File: config.mk
export PLATFORM = sky130hd
export DESIGN_NAME = threshold_trigger_engine
export DESIGN_NICKNAME = d
export VERILOG_FILES = /design/src/rtl/tte_pkg.sv /design/src/rtl/tte_rule_mem.sv /design/src/rtl/tte_reading_bank.sv /design/src/rtl/tte_compare.sv /design/src/rtl/threshold_trigger_engine.sv
export VERILOG_INCLUDE_DIRS = /design/src /design/src/rtl
export SDC_FILE = /design/constraint.sdc
export NUM_CORES = 1
export LEC_CHECK = 0
export BUFFER_PORTS_ARGS = -buffer_cell sky130_fd_sc_hd__buf_2
export CAP_MARGIN = 20
export CORE_UTILIZATION = 65
export DETAILED_ROUTE_END_ITERATION = 10
export HOLD_SLACK_MARGIN = 0.03
export PLACE_DENSITY = 0.82
export SLEW_MARGIN = 20
export SYNTH_ARGS = -nofsm -noshare
export SYNTH_HDL_FRONTEND = slang
export SYNTH_SLANG_ARGS = --single-unit
export TNS_END_PERCENT = 50
File: constraint.sdc
create_clock -name clk_i -period 11.8 [get_ports clk_i]
set_input_delay 2.36 -clock clk_i [delete_from_list [all_inputs] [get_ports clk_i]]
set_output_delay 2.36 -clock clk_i [all_outputs]
set_load 0.05 [all_outputs]
File: src/rtl/threshold_trigger_engine_defines.svh
// Assertion macros shared by the threshold trigger engine RTL.
`ifndef THRESHOLD_TRIGGER_ENGINE_DEFINES_SVH
`define THRESHOLD_TRIGGER_ENGINE_DEFINES_SVH

// Same-cycle implication, disabled while reset is asserted.
`define TTE_ASSERT_IMP(lbl, clk, rst_n, ante, cons) \
  lbl: assert property (@(posedge clk) disable iff (!rst_n) (ante) |-> (cons)) \
    else $error("same-cycle implication violated");

// Next-cycle implication, disabled while reset is asserted.
`define TTE_ASSERT_NXT(lbl, clk, rst_n, ante, cons) \
  lbl: assert property (@(posedge clk) disable iff (!rst_n) (ante) |=> (cons)) \
    else $error("next-cycle implication violated");

`endif

File: src/rtl/tte_pkg.sv
// Shared types and constants of the threshold trigger engine.
package tte_pkg;

  typedef enum logic [1:0] {
    CMD_LOAD  = 2'd0,
    CMD_STORE = 2'd1,
    CMD_COUNT = 2'd2,
    CMD_EVAL  = 2'd3
  } cmd_e;

  localparam logic [7:0] RULE_OP_EQ = 8'd1;
  localparam logic [7:0] RULE_OP_LT = 8'd2;
  localparam logic [7:0] RULE_OP_GT = 8'd3;

  localparam int unsigned IN_DATA_W  = 80;
  localparam int unsigned OUT_DATA_W = 32;

  // One stored rule, 48 bits.
  typedef struct packed {
    logic signed [15:0] threshold;
    logic [7:0]         level;
    logic [7:0]         outbit;
    logic [7:0]         op;
    logic [7:0]         source;
  } rule_t;

  // One result transfer.
  typedef struct packed {
    logic [4:0]         fired_rule;
    logic               event_only;
    logic               none_fired;
    logic [3:0]         output_bits;
    logic signed [15:0] compared_reading;
    logic               last;
  } result_t;

  // Operands of the shared comparator.
  typedef struct packed {
    logic               src_ok;
    logic [7:0]         op;
    logic signed [15:0] threshold;
    logic signed [15:0] reading;
  } cmp_req_t;

endpackage

File: src/rtl/tte_rule_mem.sv
// Rule table: one write port, one registered read port, per-entry valid bits.
module tte_rule_mem #(
  parameter  int unsigned RULE_COUNT = 20,
  localparam int unsigned RuleAw     = (RULE_COUNT > 1) ? $clog2(RULE_COUNT) : 1
) (
  input  logic                clk_i,
  input  logic                rst_ni,
  input  logic                wr_en_i,
  input  logic [RuleAw-1:0]   wr_addr_i,
  input  tte_pkg::rule_t      wr_data_i,
  input  logic                rd_en_i,
  input  logic [RuleAw-1:0]   rd_addr_i,
  output tte_pkg::rule_t      rd_data_o
);

  tte_pkg::rule_t          mem_q [RULE_COUNT];
  logic [RULE_COUNT-1:0]   valid_q;
  tte_pkg::rule_t          rd_q;

  // never-written entries read as a disabled rule
  always_ff @(posedge clk_i or negedge rst_ni) begin
    if (!rst_ni) begin
      valid_q <= '0;
    end else if (wr_en_i) begin
      valid_q[wr_addr_i] <= 1'b1;
    end
  end

  always_ff @(posedge clk_i) begin
    if (wr_en_i) begin
      mem_q[wr_addr_i] <= wr_data_i;
    end
  end

  always_ff @(posedge clk_i) begin
    if (rd_en_i) begin
      rd_q <= valid_q[rd_addr_i] ? mem_q[rd_addr_i] : '0;
    end
  end

  assign rd_data_o = rd_q;

endmodule

File: src/rtl/tte_reading_bank.sv
// Reading bank: one write port, one registered read port, per-entry valid bits.
module tte_reading_bank #(
  parameter  int unsigned READING_COUNT = 17,
  localparam int unsigned RdAw          = (READING_COUNT > 1) ? $clog2(READING_COUNT) : 1
) (
  input  logic                clk_i,
  input  logic                rst_ni,
  input  logic                wr_en_i,
  input  logic [RdAw-1:0]     wr_addr_i,
  input  logic [15:0]         wr_data_i,
  input  logic                rd_en_i,
  input  logic [RdAw-1:0]     rd_addr_i,
  output logic [15:0]         rd_data_o
);

  logic [15:0]              mem_q [READING_COUNT];
  logic [READING_COUNT-1:0] valid_q;
  logic [15:0]              rd_q;

  // unwritten slots read as zero
  always_ff @(posedge clk_i or negedge rst_ni) begin
    if (!rst_ni) begin
      valid_q <= '0;
    end else if (wr_en_i) begin
      valid_q[wr_addr_i] <= 1'b1;
    end
  end

  always_ff @(posedge clk_i) begin
    if (wr_en_i) begin
      mem_q[wr_addr_i] <= wr_data_i;
    end
  end

  always_ff @(posedge clk_i) begin
    if (rd_en_i) begin
      rd_q <= valid_q[rd_addr_i] ? mem_q[rd_addr_i] : '0;
    end
  end

  assign rd_data_o = rd_q;

endmodule

File: src/rtl/tte_compare.sv
// Shared signed threshold comparator used for every rule of a scan.
module tte_compare (
  input  tte_pkg::cmp_req_t req_i,
  output logic              fire_o
);

  always_comb begin
    case (req_i.op)
      tte_pkg::RULE_OP_EQ: fire_o = req_i.src_ok && (req_i.threshold == req_i.reading);
      tte_pkg::RULE_OP_LT: fire_o = req_i.src_ok && (req_i.threshold > req_i.reading);
      tte_pkg::RULE_OP_GT: fire_o = req_i.src_ok && (req_i.threshold < req_i.reading);
      default:             fire_o = 1'b0;
    endcase
  end

endmodule

File: src/rtl/threshold_trigger_engine.sv
// Threshold trigger engine top level: command decode, rule scan sequencer, result queue.
// Load and store write directly; count reads the slot, then writes it back incremented.
// Evaluate: the scan reads one rule and one reading per cycle through the single read
// port of the rule table and of the reading bank, stalling while a hit must push the
// held result into a full output register; the last result is registered when drained.
// Reset clears the sequencer, the output state and the valid bits of both tables at once.
`include "threshold_trigger_engine_defines.svh"

module threshold_trigger_engine #(
  parameter int unsigned RULE_COUNT    = 20,
  parameter int unsigned READING_COUNT = 17,
  parameter int unsigned OUTPUT_COUNT  = 4,
  parameter int unsigned CHANNEL_COUNT = 8
) (
  input  logic                           clk_i,
  input  logic                           rst_ni,
  // Input stream
  input  logic                           s_axis_tvalid,
  output logic                           s_axis_tready,
  // [4:0] rule_index, [12:5] rule_source, [20:13] rule_operator, [28:21] rule_output,
  // [36:29] rule_level, [52:37] rule_threshold, [57:53] reading_slot,
  // [73:58] reading_value, [76:74] pulse_channel, [79:77] zero
  input  logic [tte_pkg::IN_DATA_W-1:0]  s_axis_tdata,
  // [1:0] cmd
  input  logic [1:0]                     s_axis_tuser,
  // Result stream
  output logic                           m_axis_tvalid,
  input  logic                           m_axis_tready,
  // [4:0] fired_rule, [8:5] output_bits, [24:9] compared_reading, [31:25] zero
  output logic [tte_pkg::OUT_DATA_W-1:0] m_axis_tdata,
  // [0] event_only, [1] none_fired
  output logic [1:0]                     m_axis_tuser,
  output logic                           m_axis_tlast
);

  localparam int unsigned RuleAw = (RULE_COUNT > 1) ? $clog2(RULE_COUNT) : 1;
  localparam int unsigned RdAw   = (READING_COUNT > 1) ? $clog2(READING_COUNT) : 1;
  localparam int unsigned IdxW   = $clog2(RULE_COUNT + 1);
  // Output state is at least as wide as the output_bits field.
  localparam int unsigned StateW = (OUTPUT_COUNT > 4) ? OUTPUT_COUNT : 4;
  localparam int unsigned OutAw  = $clog2(StateW);

  typedef enum logic [1:0] {
    ST_IDLE,
    ST_COUNT,
    ST_EVAL
  } state_e;

  // ---------------------------------------------------------------- input unpack
  logic [4:0]         in_rule_index;
  tte_pkg::rule_t     in_rule;
  logic [4:0]         in_slot;
  logic [15:0]        in_value;
  logic [2:0]         in_channel;
  tte_pkg::cmd_e      in_cmd;
  logic               in_xfer;

  assign in_rule_index    = s_axis_tdata[4:0];
  assign in_rule.source   = s_axis_tdata[12:5];
  assign in_rule.op       = s_axis_tdata[20:13];
  assign in_rule.outbit   = s_axis_tdata[28:21];
  assign in_rule.level    = s_axis_tdata[36:29];
  assign in_rule.threshold = s_axis_tdata[52:37];
  assign in_slot          = s_axis_tdata[57:53];
  assign in_value         = s_axis_tdata[73:58];
  assign in_channel       = s_axis_tdata[76:74];
  assign in_cmd           = tte_pkg::cmd_e'(s_axis_tuser);

  // ---------------------------------------------------------------- registers
  state_e             state_q, state_d;
  logic [IdxW-1:0]    idx_q, idx_d;           // next rule to read
  logic               s1_q, s1_d;             // rule data valid at table output
  logic [RuleAw-1:0]  s1_idx_q, s1_idx_d;
  logic               s2_q, s2_d;             // reading valid, rule ready to compare
  logic [RuleAw-1:0]  s2_idx_q, s2_idx_d;
  tte_pkg::rule_t     s2_rule_q, s2_rule_d;
  logic               pend_valid_q, pend_valid_d;
  tte_pkg::result_t   pend_q, pend_d;         // newest hit, held until its last flag is known
  logic               out_valid_q, out_valid_d;
  tte_pkg::result_t   out_q, out_d;
  logic [StateW-1:0]  out_state_q, out_state_d;
  logic [RdAw-1:0]    cnt_addr_q, cnt_addr_d;

  // Sequential block: one command in flight, new transfers only while idle.
  assign s_axis_tready = (state_q == ST_IDLE);
  assign in_xfer       = s_axis_tvalid && s_axis_tready;

  // ---------------------------------------------------------------- memories
  logic               rule_we, rule_re;
  logic [RuleAw-1:0]  rule_wr_addr;
  tte_pkg::rule_t     rule_rd;
  logic               bank_we, bank_re;
  logic [RdAw-1:0]    bank_wr_addr, bank_rd_addr;
  logic [15:0]        bank_wr_data, bank_rd;

  assign rule_wr_addr = RuleAw'(in_rule_index);

  tte_rule_mem #(
    .RULE_COUNT (RULE_COUNT)
  ) u_rule_mem (
    .clk_i     (clk_i),
    .rst_ni    (rst_ni),
    .wr_en_i   (rule_we),
    .wr_addr_i (rule_wr_addr),
    .wr_data_i (in_rule),
    .rd_en_i   (rule_re),
    .rd_addr_i (RuleAw'(idx_q)),
    .rd_data_o (rule_rd)
  );

  tte_reading_bank #(
    .READING_COUNT (READING_COUNT)
  ) u_reading_bank (
    .clk_i     (clk_i),
    .rst_ni    (rst_ni),
    .wr_en_i   (bank_we),
    .wr_addr_i (bank_wr_addr),
    .wr_data_i (bank_wr_data),
    .rd_en_i   (bank_re),
    .rd_addr_i (bank_rd_addr),
    .rd_data_o (bank_rd)
  );

  // ---------------------------------------------------------------- comparator
  tte_pkg::cmp_req_t  cmp_req;
  logic               cmp_fire;

  assign cmp_req.src_ok    = (9'(s2_rule_q.source) < 9'(READING_COUNT));
  assign cmp_req.op        = s2_rule_q.op;
  assign cmp_req.threshold = s2_rule_q.threshold;
  assign cmp_req.reading   = bank_rd;

  tte_compare u_compare (
    .req_i  (cmp_req),
    .fire_o (cmp_fire)
  );

  // ---------------------------------------------------------------- control
  logic               issue;      // rules left to read
  logic               hit;        // stage 2 rule fires this cycle
  logic               out_free;   // output register can take a result
  logic               advance;    // scan pipeline moves
  logic               drive_ok;   // hit rule names a real output bit
  logic [OutAw-1:0]   drive_bit;
  logic [StateW-1:0]  hit_state;
  logic [RdAw-1:0]    count_slot;
  logic               count_ok;

  assign issue      = (idx_q < IdxW'(RULE_COUNT));
  assign hit        = s2_q && cmp_fire;
  assign out_free   = !out_valid_q || m_axis_tready;
  // stall only when a hit must push the held result and the output is still full
  assign advance    = !(hit && pend_valid_q && !out_free);
  assign drive_ok   = (9'(s2_rule_q.outbit) < 9'(OUTPUT_COUNT));
  assign drive_bit  = OutAw'(s2_rule_q.outbit);
  assign count_slot = RdAw'({in_channel, 1'b0});
  assign count_ok   = (6'(in_channel) < 6'(CHANNEL_COUNT)) &&
                      (7'({in_channel, 1'b0}) < 7'(READING_COUNT));

  always_comb begin
    hit_state = out_state_q;
    if (drive_ok) begin
      hit_state[drive_bit] = (s2_rule_q.level != 8'd0);
    end
  end

  always_comb begin
    state_d      = state_q;
    idx_d        = idx_q;
    s1_d         = s1_q;
    s1_idx_d     = s1_idx_q;
    s2_d         = s2_q;
    s2_idx_d     = s2_idx_q;
    s2_rule_d    = s2_rule_q;
    pend_valid_d = pend_valid_q;
    pend_d       = pend_q;
    out_state_d  = out_state_q;
    cnt_addr_d   = cnt_addr_q;
    out_valid_d  = out_valid_q && !m_axis_tready;
    out_d        = out_q;
    rule_we      = 1'b0;
    rule_re      = 1'b0;
    bank_we      = 1'b0;
    bank_re      = 1'b0;
    bank_wr_addr = RdAw'(in_slot);
    bank_wr_data = in_value;
    bank_rd_addr = RdAw'(rule_rd.source);

    unique case (state_q)
      ST_IDLE: begin
        if (in_xfer) begin
          unique case (in_cmd)
            tte_pkg::CMD_LOAD: begin
              rule_we = (6'(in_rule_index) < 6'(RULE_COUNT));
            end
            tte_pkg::CMD_STORE: begin
              bank_we = (7'(in_slot) < 7'(READING_COUNT));
            end
            tte_pkg::CMD_COUNT: begin
              if (count_ok) begin
                bank_re      = 1'b1;
                bank_rd_addr = count_slot;
                cnt_addr_d   = count_slot;
                state_d      = ST_COUNT;
              end
            end
            tte_pkg::CMD_EVAL: begin
              idx_d        = '0;
              s1_d         = 1'b0;
              s2_d         = 1'b0;
              pend_valid_d = 1'b0;
              state_d      = ST_EVAL;
            end
          endcase
        end
      end

      ST_COUNT: begin
        bank_we      = 1'b1;
        bank_wr_addr = cnt_addr_q;
        bank_wr_data = 16'(bank_rd + 16'd1);
        state_d      = ST_IDLE;
      end

      ST_EVAL: begin
        if (!issue && !s1_q && !s2_q) begin
          // scan drained: flag the held hit as last, or report that none fired
          if (out_free) begin
            out_valid_d = 1'b1;
            if (pend_valid_q) begin
              out_d      = pend_q;
              out_d.last = 1'b1;
            end else begin
              out_d.fired_rule       = '0;
              out_d.event_only       = 1'b0;
              out_d.none_fired       = 1'b1;
              out_d.output_bits      = out_state_q[3:0];
              out_d.compared_reading = '0;
              out_d.last             = 1'b1;
            end
            pend_valid_d = 1'b0;
            state_d      = ST_IDLE;
          end
        end else if (advance) begin
          rule_re   = issue;
          s1_d      = issue;
          if (issue) begin
            idx_d    = idx_q + IdxW'(1);
            s1_idx_d = RuleAw'(idx_q);
          end
          bank_re   = s1_q;
          s2_d      = s1_q;
          s2_idx_d  = s1_idx_q;
          s2_rule_d = rule_rd;
          if (hit) begin
            if (pend_valid_q) begin
              out_valid_d = 1'b1;
              out_d       = pend_q;
            end
            out_state_d             = hit_state;
            pend_valid_d            = 1'b1;
            pend_d.fired_rule       = 5'(s2_idx_q);
            pend_d.event_only       = !drive_ok;
            pend_d.none_fired       = 1'b0;
            pend_d.output_bits      = hit_state[3:0];
            pend_d.compared_reading = bank_rd;
            pend_d.last             = 1'b0;
          end
        end
      end

      default: begin
        state_d = ST_IDLE;
      end
    endcase
  end

  always_ff @(posedge clk_i or negedge rst_ni) begin
    if (!rst_ni) begin
      state_q      <= ST_IDLE;
      idx_q        <= '0;
      s1_q         <= 1'b0;
      s1_idx_q     <= '0;
      s2_q         <= 1'b0;
      s2_idx_q     <= '0;
      s2_rule_q    <= '0;
      pend_valid_q <= 1'b0;
      pend_q       <= '0;
      out_valid_q  <= 1'b0;
      out_q        <= '0;
      out_state_q  <= '0;
      cnt_addr_q   <= '0;
    end else begin
      state_q      <= state_d;
      idx_q        <= idx_d;
      s1_q         <= s1_d;
      s1_idx_q     <= s1_idx_d;
      s2_q         <= s2_d;
      s2_idx_q     <= s2_idx_d;
      s2_rule_q    <= s2_rule_d;
      pend_valid_q <= pend_valid_d;
      pend_q       <= pend_d;
      out_valid_q  <= out_valid_d;
      out_q        <= out_d;
      out_state_q  <= out_state_d;
      cnt_addr_q   <= cnt_addr_d;
    end
  end

  // ---------------------------------------------------------------- output pack
  assign m_axis_tvalid = out_valid_q;
  assign m_axis_tdata  = {7'd0, out_q.compared_reading, out_q.output_bits, out_q.fired_rule};
  assign m_axis_tuser  = {out_q.none_fired, out_q.event_only};
  assign m_axis_tlast  = out_q.last;

  // ---------------------------------------------------------------- checks
  // a none-fired result is always the only, hence last, result of its scan
  `TTE_ASSERT_IMP(a_none_is_last, clk_i, rst_ni, m_axis_tvalid && m_axis_tuser[1], m_axis_tlast)
  // a held hit only exists while a scan runs, so no transfer is taken then
  `TTE_ASSERT_IMP(a_pend_blocks_input, clk_i, rst_ni, pend_valid_q, !s_axis_tready)
  // an evaluate transfer always starts a multi-cycle scan
  `TTE_ASSERT_NXT(a_eval_busy, clk_i, rst_ni, in_xfer && (in_cmd == tte_pkg::CMD_EVAL), !s_axis_tready)

endmodule

==> impl_results.html, run 1 <==
<table>
<tr><th>Metric</th><th>Value</th></tr>
<tr><th colspan="2">Routing</th></tr>
<tr><td>Initial DRT Pass Iterations</td><td>9</td></tr>
<tr><td>Total vias in the final route</td><td>approximately 30000</td></tr>
<tr><td>Residual antenna-violating net count after detailed routing</td><td>0</td></tr>
<tr><td>Total wire length</td><td>roughly 150000 um</td></tr>
<tr><td>Starting DRC count in detailed routing</td><td>4180</td></tr>
<tr><td>WL/cell</td><td>~35 um</td></tr>
<tr><td>Drc violations</td><td>0</td></tr>
<tr><td>Average via count per standard cell</td><td>a little over 7</td></tr>
<tr><th colspan="2">Worst setup path</th></tr>
<tr><td>Required time reported for the critical path endpoint</td><td>12.41 ns</td></tr>
<tr><td>Combined buffer and inverter count along the critical path</td><td>2</td></tr>
<tr><td>Crit-path cells</td><td>buf_2, or3_1, o21a_4, buf_4, nand2_1, and3_1, o31ai_1, a21oi_1, o22ai_2, o211a_1</td></tr>
<tr><td>Worst Setup Start Kind</td><td>input pin</td></tr>
<tr><td>Critical path data arrival time</td><td>5.84 ns</td></tr>
<tr><td>Kind of critical path</td><td>input pin to flip-flop</td></tr>
<tr><td>CP delay by family, top</td><td>compound AO/OA/AOI/OAI gates</td></tr>
<tr><td>Crit end category</td><td>flip-flop</td></tr>
<tr><td>Maximum net fanout on the critical path</td><td>47</td></tr>
<tr><td>Stage delay of the slowest cell on the critical path</td><td>between 0.7 and 0.8 ns</td></tr>
<tr><td>Highest-delay cell along the critical path</td><td>buf_4</td></tr>
<tr><th colspan="2">Logic synthesis</th></tr>
<tr><td>Library cell with the largest summed area after synthesis</td><td>edfxtp_1</td></tr>
<tr><td>Mux contribution to synthesized area</td><td>between 10% and 20%</td></tr>
<tr><td>Sequential-to-total area share from yosys stat</td><td>between 70% and 80%</td></tr>
<tr><td>Cell area after technology mapping</td><td>56600 um2</td></tr>
<tr><td>Cell count after synthesis</td><td>2756</td></tr>
<tr><td>Fraction of registers with async set/reset</td><td>11.2%</td></tr>
<tr><td>Top cells by area in the synthesized netlist</td><td>edfxtp_1 69%, mux4_2 13%, dfrtp_1 7.2%</td></tr>
<tr><td>#FFs+latches synth</td><td>about 1500</td></tr>
<tr><td>Cell variety after synth</td><td>63</td></tr>
<tr><td>Leading register cell type out of synthesis</td><td>edfxtp_1</td></tr>
<tr><td>Number of enable-type register cells in the synthesized netlist</td><td>1296</td></tr>
<tr><td>Simple-Gate Fraction of Synth Area</td><td>3.07%</td></tr>
<tr><td>Number of warnings printed during yosys synthesis</td><td>0</td></tr>
<tr><td>Share of the synthesized netlist area taken by xor and xnor gates</td><td>0.216%</td></tr>
<tr><td>Area share of the largest cell type after synthesis</td><td>68.7%</td></tr>
<tr><td>Synthesized area divided by synthesized cell count</td><td>20.6 um2</td></tr>
<tr><td>Post-synthesis compound-gate area fraction</td><td>2.26%</td></tr>
<tr><td>Largest family of logic cells by synthesized area</td><td>multiplexers</td></tr>
<tr><td>Adder-cell share of the synthesized area</td><td>0.398%</td></tr>
<tr><th colspan="2">Placement</th></tr>
<tr><td>Placement-stage worst setup slack</td><td>5.86 ns</td></tr>
<tr><td>Cell area after placement</td><td>58800 um2</td></tr>
<tr><td>Placed cell count</td><td>approximately 3900</td></tr>
<tr><td>Buffers added on ports</td><td>112</td></tr>
<tr><td>Placed wire-length estimate after detailed placement</td><td>68000 um</td></tr>
<tr><td>GPL Wtd Cong</td><td>0.871</td></tr>
<tr><th colspan="2">Die</th></tr>
<tr><td>Number of ports placed on the die boundary</td><td>123</td></tr>
<tr><td>Initial Utilization</td><td>66.1%</td></tr>
<tr><td>Placeable core area</td><td>85700 um2</td></tr>
<tr><td>Die width</td><td>297 um</td></tr>
<tr><td>Die outline area</td><td>88300 um2</td></tr>
<tr><td>Standard-cell rows</td><td>between 100 and 150</td></tr>
<tr><td>Die Y</td><td>approximately 300 um</td></tr>
<tr><th colspan="2">Clock network</th></tr>
<tr><td>Clock latency at the later pin of the worst-skew pair</td><td>0.76 ns</td></tr>
<tr><td>Hold-fix buffer count after cts</td><td>0</td></tr>
<tr><td>Clock buffer count from CTS</td><td>139</td></tr>
<tr><td>Resized Gates After CTS</td><td>0</td></tr>
<tr><td>Root Buffer</td><td>clkbuf_16</td></tr>
<tr><td>Clk slew on worst S/H paths</td><td>~0.060 ns</td></tr>
<tr><td>Number of levels the H-tree was split into</td><td>4</td></tr>
<tr><td>Number of sinks driven by the clock tree</td><td>1459</td></tr>
<tr><td>Clock tree from TritonCTS</td><td>done</td></tr>
<tr><td>Setup Fix Bufs, Post-CTS</td><td>0</td></tr>
<tr><td>Maximum count of clock buffers along a single path</td><td>3</td></tr>
<tr><th colspan="2">Global routing</th></tr>
<tr><td>Global-route wire length before repair</td><td>210000 um</td></tr>
<tr><td>Met1 usage in global routing</td><td>43.6%</td></tr>
<tr><td>Via count of the first global-routing pass</td><td>slightly above 30000</td></tr>
<tr><td>Antenna violations before repair</td><td>14</td></tr>
<tr><td>M3 GR Usage</td><td>under 10%</td></tr>
<tr><td>GRT Max-Usage Layer</td><td>met2</td></tr>
<tr><td>Met2 global-route usage</td><td>54.5%</td></tr>
<tr><td>Pin count of the biggest net entering global routing</td><td>85</td></tr>
<tr><td>Gr usage total</td><td>33.7%</td></tr>
<tr><td>Global route total overflow</td><td>0</td></tr>
<tr><th colspan="2">Cells and area</th></tr>
<tr><td>Filler instances</td><td>between 4000 and 5000</td></tr>
<tr><td>Proportion of layout cells with a drive suffix above 1</td><td>26.7%</td></tr>
<tr><td>Final design instance area without fill</td><td>63400 um2</td></tr>
<tr><td>Post-layout util</td><td>74.0%</td></tr>
<tr><td>Non-filler instance count after layout</td><td>4213</td></tr>
<tr><td>Final nets</td><td>3051</td></tr>
<tr><td>Footprint of the multi-input gates</td><td>about 13000 um2</td></tr>
<tr><td>Layout Area Growth over Synthesis</td><td>11.9%</td></tr>
<tr><td>FF+latch area</td><td>about 43000 um2</td></tr>
<tr><th colspan="2">STA</th></tr>
<tr><td>Total setup violations reported at the end of the flow</td><td>0</td></tr>
<tr><td>Slew Limit Headroom</td><td>a little under a fifth</td></tr>
<tr><td>Endpoints failing hold</td><td>0</td></tr>
<tr><td>Pins Over Slew Limit</td><td>0</td></tr>
<tr><td>Final period utilization</td><td>44.4%</td></tr>
<tr><td>Pin slew with the least headroom to its limit</td><td>1.23 ns</td></tr>
<tr><td>Worst clock skew</td><td>0.0288 ns</td></tr>
<tr><td>Fin Setup TNS</td><td>0 ns</td></tr>
<tr><td>Fmax achieved</td><td>191 MHz</td></tr>
<tr><td>Setup WS post-layout</td><td>6.56 ns</td></tr>
<tr><td>RSZ-0062 raised after global routing</td><td>false</td></tr>
<tr><td>Period minus WS final</td><td>between 5 and 6 ns</td></tr>
<tr><th colspan="2">Power</th></tr>
<tr><td>Switching pwr</td><td>approximately 4.1 mW</td></tr>
<tr><td>Internal Pwr Total</td><td>10.0 mW</td></tr>
<tr><td>Share of total power in combinational logic</td><td>24.1%</td></tr>
<tr><td>Leakage Power</td><td>about 22 nW</td></tr>
<tr><td>Total power per unit cell area</td><td>223 nW/um2</td></tr>
<tr><td>Max IR drop VDD</td><td>0.199 mV</td></tr>
<tr><td>Clock share of power</td><td>~31%</td></tr>
<tr><td>Switching share of power</td><td>a little under 30%</td></tr>
<tr><td>Fraction of power consumed by sequential logic</td><td>approximately 45%</td></tr>
<tr><th colspan="2">Hold path</th></tr>
<tr><td>Path category of the worst min-delay check</td><td>flip-flop to flip-flop</td></tr>
<tr><th colspan="2">Outcome</th></tr>
<tr><td>Status</td><td>finished, final reports clean</td></tr>
<tr><th colspan="2">Job</th></tr>
<tr><td>Max-cap violations</td><td>0</td></tr>
</table>
==> metal layers <==
metal | part of all wire [%] | vias up
li1 | - | 11600
met1 | 34 | 15400
met2 | 50 | 2473
met3 | 11 | 521
met4 | 5.1 | 8
met5 | 0.039 | -
==> path summary, 6_finish.rpt <==
| path | startpoint | end | slack [ns] | cells past startpoint |
|---|---|---|---|---|
| min | u_rule_mem.rd_data_o[24] | s2_rule_q[24] | 0.45 | 1 |
| min in group asynchronous | rst_ni | u_reading_bank.valid_q[14] | 1.69 | 1 |
| max in group asynchronous | rst_ni | pend_valid_q | 8.50 | 2 |
| max reg2reg | u_reading_bank.rd_data_o[10] | u_rule_mem.rd_data_o[31] | 6.82 | 11 |
| max | s_axis_tuser[0] | u_reading_bank.rd_data_o[12] | 6.56 | 10 |
| min reg2reg | u_rule_mem.rd_data_o[24] | s2_rule_q[24] | 0.45 | 1 |
==> power by group through the flow <==
stage / sequential [mW] / combinational [mW] / clock [mW]
after floorplan: 6.16 / 2.55 / 0
after global placement: 6.35 / 3.11 / 0
after detailed placement: 6.37 / 3.24 / 0
after CTS: 6.28 / 3.39 / 4.45
after global routing: 6.32 / 3.59 / 4.63
final: 6.30 / 3.41 / 4.42
==> cells in the mapped netlist, types with 5 or more instances <==
cell          n
and3_1       10
nor2b_1       8
buf_1        25
mux2_1       50
o21ai_0      44
buf_4        11
ha_1         18
clkbuf_1     85
mux4_2      326
mux2_2       22
dfrtp_1     163
nand2b_1      7
o2bb2ai_1    22
nor3_1       18
or2_2        39
a22oi_1      16
buf_6         5
and2_1        7
inv_1        24
nand3_1      38
nand4_1       6
a21oi_1      59
a31oi_1       6
nor4_1        7
xnor2_1      14
nand2_1     156
o211a_1      16
mux2i_1     138
buf_2        20
edfxtp_1   1296
nor2_1       48
==> cells by family (layout without fill, tap and decap cells) <==
family | after synthesis | after routing
other | 1 | 14
XOR/XNOR | 14 | 14
buffers and inverters | 172 | 472
flip-flops | 1459 | 1459
AND/OR/NAND/NOR | 364 | 364
multiplexers | 536 | 536
adder cells (fa/ha/maj) | 18 | 18
AO/OA/AOI/OAI | 192 | 192
==> flip-flops by register name, indices dropped and copies added, names as in the netlist, 4 cells and up <==
register                  flops
cmp_req                      24
out_state_q                   4
s2_idx_q                      5
u_rule_mem.rd_data_o         48
u_reading_bank.valid_q       17
u_reading_bank.rd_data_o     16
u_rule_mem.valid_q           20
s2_rule_q                    22
s1_idx_q                      5
u_rule_mem.mem_q            960
pend_q                       22
idx_q                         5
u_reading_bank.mem_q        272
m_axis_tdata                 25
==> through the flow <==
step	hold WS, ns	total power [mW]
global placement	0.437	9.46
detailed placement	0.441	9.61
CTS	0.457	14.1
floorplan	0.430	8.71
finish	0.455	14.1
global route	0.478	14.5
==> placed cells by master, fill, tap and decap left out, drive strengths merged, types with 18 or more instances in the layout <==
master   instances
a21oi           59
buf            190
clkbuf         187
clkinv          49
dfrtp          163
edfxtp        1296
ha              18
inv             32
mux2            72
mux2i          138
mux4           326
nand2          156
nand3           39
nor2            48
nor3            18
o21ai           45
o2bb2ai         22
or2             39
==> layout make-up <==
| type | count | share of cell area [%] |
|---|---|---|
| inverters | 26 | 0.154 |
| multi-input cells | 1131 | 20.8 |
| flip-flops and latches | 1459 | 67.9 |
| clock inverters | 69 | 1.12 |
| well taps | 1144 | 2.26 |
| repair buffers | 190 | 1.87 |
| diodes | 7 | 0.0276 |
| clock buffers | 187 | 5.93 |
No activity file was read; power rests on OpenSTA's default activity.
==> run 2: changes to the inputs <==
--- a/config.mk
+++ b/config.mk
@@ -8,10 +8,10 @@
 export LEC_CHECK = 0
 export BUFFER_PORTS_ARGS = -buffer_cell sky130_fd_sc_hd__buf_2
 export CAP_MARGIN = 20
-export CORE_UTILIZATION = 65
+export CORE_UTILIZATION = 62
 export DETAILED_ROUTE_END_ITERATION = 10
 export HOLD_SLACK_MARGIN = 0.03
-export PLACE_DENSITY = 0.82
+export PLACE_DENSITY = 0.79
 export SLEW_MARGIN = 20
 export SYNTH_ARGS = -nofsm -noshare
 export SYNTH_HDL_FRONTEND = slang
==> constraint.sdc (replaced) <==
create_clock -name clk_i -period 5.1 [get_ports clk_i]
set_input_delay 1.02 -clock clk_i [delete_from_list [all_inputs] [get_ports clk_i]]
set_output_delay 1.02 -clock clk_i [all_outputs]
set_load 0.05 [all_outputs]
==> impl_results.html, run 2 (same netlist as run 1, synthesis figures left out) <==
<table>
<tr><th>Metric</th><th>Value</th></tr>
<tr><th colspan="2">Global routing</th></tr>
<tr><td>Global-route wire length before repair</td><td>203000 um</td></tr>
<tr><td>Gr usage total</td><td>30.6%</td></tr>
<tr><td>Pin count of the biggest net entering global routing</td><td>a little over 90</td></tr>
<tr><td>Via count of the first global-routing pass</td><td>30300</td></tr>
<tr><td>Global route total overflow</td><td>0</td></tr>
<tr><td>Antenna violations before repair</td><td>17</td></tr>
<tr><th colspan="2">STA</th></tr>
<tr><td>Fmax achieved</td><td>245 MHz</td></tr>
<tr><td>Worst clock skew</td><td>0.0309 ns</td></tr>
<tr><td>Endpoints failing hold</td><td>0</td></tr>
<tr><td>RSZ-0062 raised after global routing</td><td>false</td></tr>
<tr><td>Pin slew with the least headroom to its limit</td><td>1.09 ns</td></tr>
<tr><td>Fin Setup TNS</td><td>0 ns</td></tr>
<tr><td>Setup WS post-layout</td><td>1.02 ns</td></tr>
<tr><td>Slew Limit Headroom</td><td>around 27%</td></tr>
<tr><td>Pins Over Slew Limit</td><td>0</td></tr>
<tr><td>Total setup violations reported at the end of the flow</td><td>0</td></tr>
<tr><td>Period minus WS final</td><td>between 4 and 5 ns</td></tr>
<tr><td>Final period utilization</td><td>about four fifths</td></tr>
<tr><th colspan="2">Cells and area</th></tr>
<tr><td>Proportion of layout cells with a drive suffix above 1</td><td>27.7%</td></tr>
<tr><td>Post-layout util</td><td>70.9%</td></tr>
<tr><td>Final design instance area without fill</td><td>around 64000 um2</td></tr>
<tr><td>Layout Area Growth over Synthesis</td><td>13.0%</td></tr>
<tr><td>Biggest register</td><td>u_rule_mem.mem_q</td></tr>
<tr><td>Final nets</td><td>slightly above 3000</td></tr>
<tr><td>Max FFs per register</td><td>960</td></tr>
<tr><td>Most frequent standard cell in the layout excluding fill and tap cells</td><td>edfxtp_1</td></tr>
<tr><td>Highest-count cells in the layout ignoring fill and taps</td><td>1296 x edfxtp_1, 326 x mux4_2, 158 x dfrtp_1</td></tr>
<tr><th colspan="2">Clock network</th></tr>
<tr><td>Clk slew on worst S/H paths</td><td>0.07 ns</td></tr>
<tr><td>Clock buffer count from CTS</td><td>142</td></tr>
<tr><td>Maximum count of clock buffers along a single path</td><td>3</td></tr>
<tr><td>Root Buffer</td><td>clkbuf_16</td></tr>
<tr><td>Number of sinks driven by the clock tree</td><td>~1500</td></tr>
<tr><td>Hold-fix buffer count after cts</td><td>0</td></tr>
<tr><td>Number of levels the H-tree was split into</td><td>4</td></tr>
<tr><td>Clock tree from TritonCTS</td><td>done</td></tr>
<tr><td>Resized Gates After CTS</td><td>0</td></tr>
<tr><td>Setup Fix Bufs, Post-CTS</td><td>0</td></tr>
<tr><td>Clock latency at the later pin of the worst-skew pair</td><td>about 0.77 ns</td></tr>
<tr><th colspan="2">Routing</th></tr>
<tr><td>Drc violations</td><td>0</td></tr>
<tr><td>WL/cell</td><td>32.5 um</td></tr>
<tr><td>Initial DRT Pass Iterations</td><td>6</td></tr>
<tr><td>Residual antenna-violating net count after detailed routing</td><td>0</td></tr>
<tr><td>Total wire length</td><td>139000 um</td></tr>
<tr><td>Starting DRC count in detailed routing</td><td>approximately 4000</td></tr>
<tr><td>Total vias in the final route</td><td>roughly 30000</td></tr>
<tr><td>Average via count per standard cell</td><td>between 6 and 7</td></tr>
<tr><th colspan="2">Worst setup path</th></tr>
<tr><td>Maximum net fanout on the critical path</td><td>32</td></tr>
<tr><td>Worst Setup Start Kind</td><td>flip-flop</td></tr>
<tr><td>Crit-path cells</td><td>inv_1, ha_1, nand4_1, or4_1, a21o_1, a21o_1, a311o_1, o2111ai_4, nand3_4, buf_12, mux2_1</td></tr>
<tr><td>RR Startpoint</td><td>u_reading_bank.rd_data_o[11]</td></tr>
<tr><td>Critical path data arrival time</td><td>4.72 ns</td></tr>
<tr><td>RR Endpoint</td><td>cmp_req[34]</td></tr>
<tr><td>Library cell appearing most often on the critical path</td><td>a21o_1</td></tr>
<tr><td>Highest-delay cell along the critical path</td><td>or4_1</td></tr>
<tr><td>Stage delay of the slowest cell on the critical path</td><td>0.59 ns</td></tr>
<tr><td>Worst reg-to-reg path cell count</td><td>11</td></tr>
<tr><td>Crit end category</td><td>flip-flop</td></tr>
<tr><td>Kind of critical path</td><td>flip-flop to flip-flop</td></tr>
<tr><td>R2R setup slack</td><td>1.02 ns</td></tr>
<tr><td>Required time reported for the critical path endpoint</td><td>5.74 ns</td></tr>
<tr><th colspan="2">Power</th></tr>
<tr><td>Leakage Power</td><td>21.8 nW</td></tr>
<tr><td>Post-layout power</td><td>33.1 mW</td></tr>
<tr><td>Total power per unit cell area</td><td>518 nW/um2</td></tr>
<tr><td>Max IR drop VDD</td><td>0.334 mV</td></tr>
<tr><th colspan="2">Die</th></tr>
<tr><td>Initial Utilization</td><td>62.7%</td></tr>
<tr><td>Standard-cell rows</td><td>110</td></tr>
<tr><td>Die Y</td><td>just over 300 um</td></tr>
<tr><td>Die width</td><td>304 um</td></tr>
<tr><td>Die outline area</td><td>~93000 um2</td></tr>
<tr><td>Number of ports placed on the die boundary</td><td>123</td></tr>
<tr><td>Placeable core area</td><td>90300 um2</td></tr>
<tr><th colspan="2">Job</th></tr>
<tr><td>Max-cap violations</td><td>0</td></tr>
<tr><th colspan="2">Hold path</th></tr>
<tr><td>Path category of the worst min-delay check</td><td>input pin to asynchronous set/reset pin</td></tr>
<tr><th colspan="2">Outcome</th></tr>
<tr><td>Status</td><td>finished, final reports clean</td></tr>
<tr><th colspan="2">Placement</th></tr>
<tr><td>GPL Wtd Cong</td><td>0.848</td></tr>
<tr><td>Cell area after placement</td><td>between 50000 and 60000 um2</td></tr>
<tr><td>Placed wire-length estimate after detailed placement</td><td>67900 um</td></tr>
<tr><td>Buffers added on ports</td><td>roughly 110</td></tr>
<tr><td>Placement-stage worst setup slack</td><td>between 0.8 and 0.9 ns</td></tr>
</table>
[run 2: cell types whose count changed in the layout (fill, tap and decap cells not counted), moves of 4 or more]
cell and change:
clkbuf_16 +7, clkinv_8 -4, buf_4 -6, clkinv_2 +8
buf_12 +20, clkbuf_1 -21, bufinv_16 +6
[run 2: cell type report]
class                   count  area, um2
flip-flops and latches   1459      43000
fillers                  5042      26300
multi-input cells        1131      13200
clock buffers             174       3870
repair buffers            201       1490
well taps                1176       1470
clock inverters            85        917
inverters                  26       97.6
diodes                      8       20.0
[run 2: worst max-delay path by stage]
| stage | startpoint | endpoint | slack [ns] | depth (start not counted) |
|---|---|---|---|---|
| 2_1_floorplan | state_q[1] | u_rule_mem.mem_q[0][0] | -0.62 | 6 |
| 3_3_place_gp | s_axis_tuser[0] | u_reading_bank.rd_data_o[6] | 0.91 | 12 |
| 3_5_place_dp | s_axis_tuser[0] | u_reading_bank.rd_data_o[9] | 0.88 | 12 |
| 4_1_cts | u_reading_bank.rd_data_o[11] | s2_rule_q[4] | 1.04 | 11 |
| 5_1_grt | u_reading_bank.rd_data_o[11] | s2_rule_q[4] | 0.85 | 11 |
| 6_report | u_reading_bank.rd_data_o[11] | cmp_req[34] | 1.02 | 11 |
[run 2: where the power goes]
group | switching, mW | total (mW) | internal (mW) | leakage (nW)
combinational | 4.05 | 7.76 | 3.71 | 5.57
clock | 4.54 | 10.8 | 6.25 | 2.35
sequential | 0.807 | 14.6 | 13.8 | 13.9
[run 2: per-layer routing]
layer,global-route usage (%),part of all wire (%),vias up
met5,0,0.052,-
met4,11.3,3.6,10
met3,6.94,11,374
met2,50.0,49,2036
met1,41.0,36,15200
li1,-,-,11600
[run 2: metrics by stage]
stage | hold slack, ns | std cells
6_report | 0.301 | 4260
2_1_floorplan | 0.430 | 2762
4_1_cts | 0.341 | 4252
3_5_place_dp | 0.444 | 3993
3_3_place_gp | 0.437 | 3993
5_1_grt | 0.394 | 4254
[run 2: critical path: cells and delay by family (launching register included)]
family / cells / cell delay (ns)
mux: 1 / 0.38
fa+ha+maj: 1 / 0.32
buf+inv: 2 / 0.47
simple gates: 3 / 1.10
flops: 1 / 0.45
compound gates: 4 / 1.20
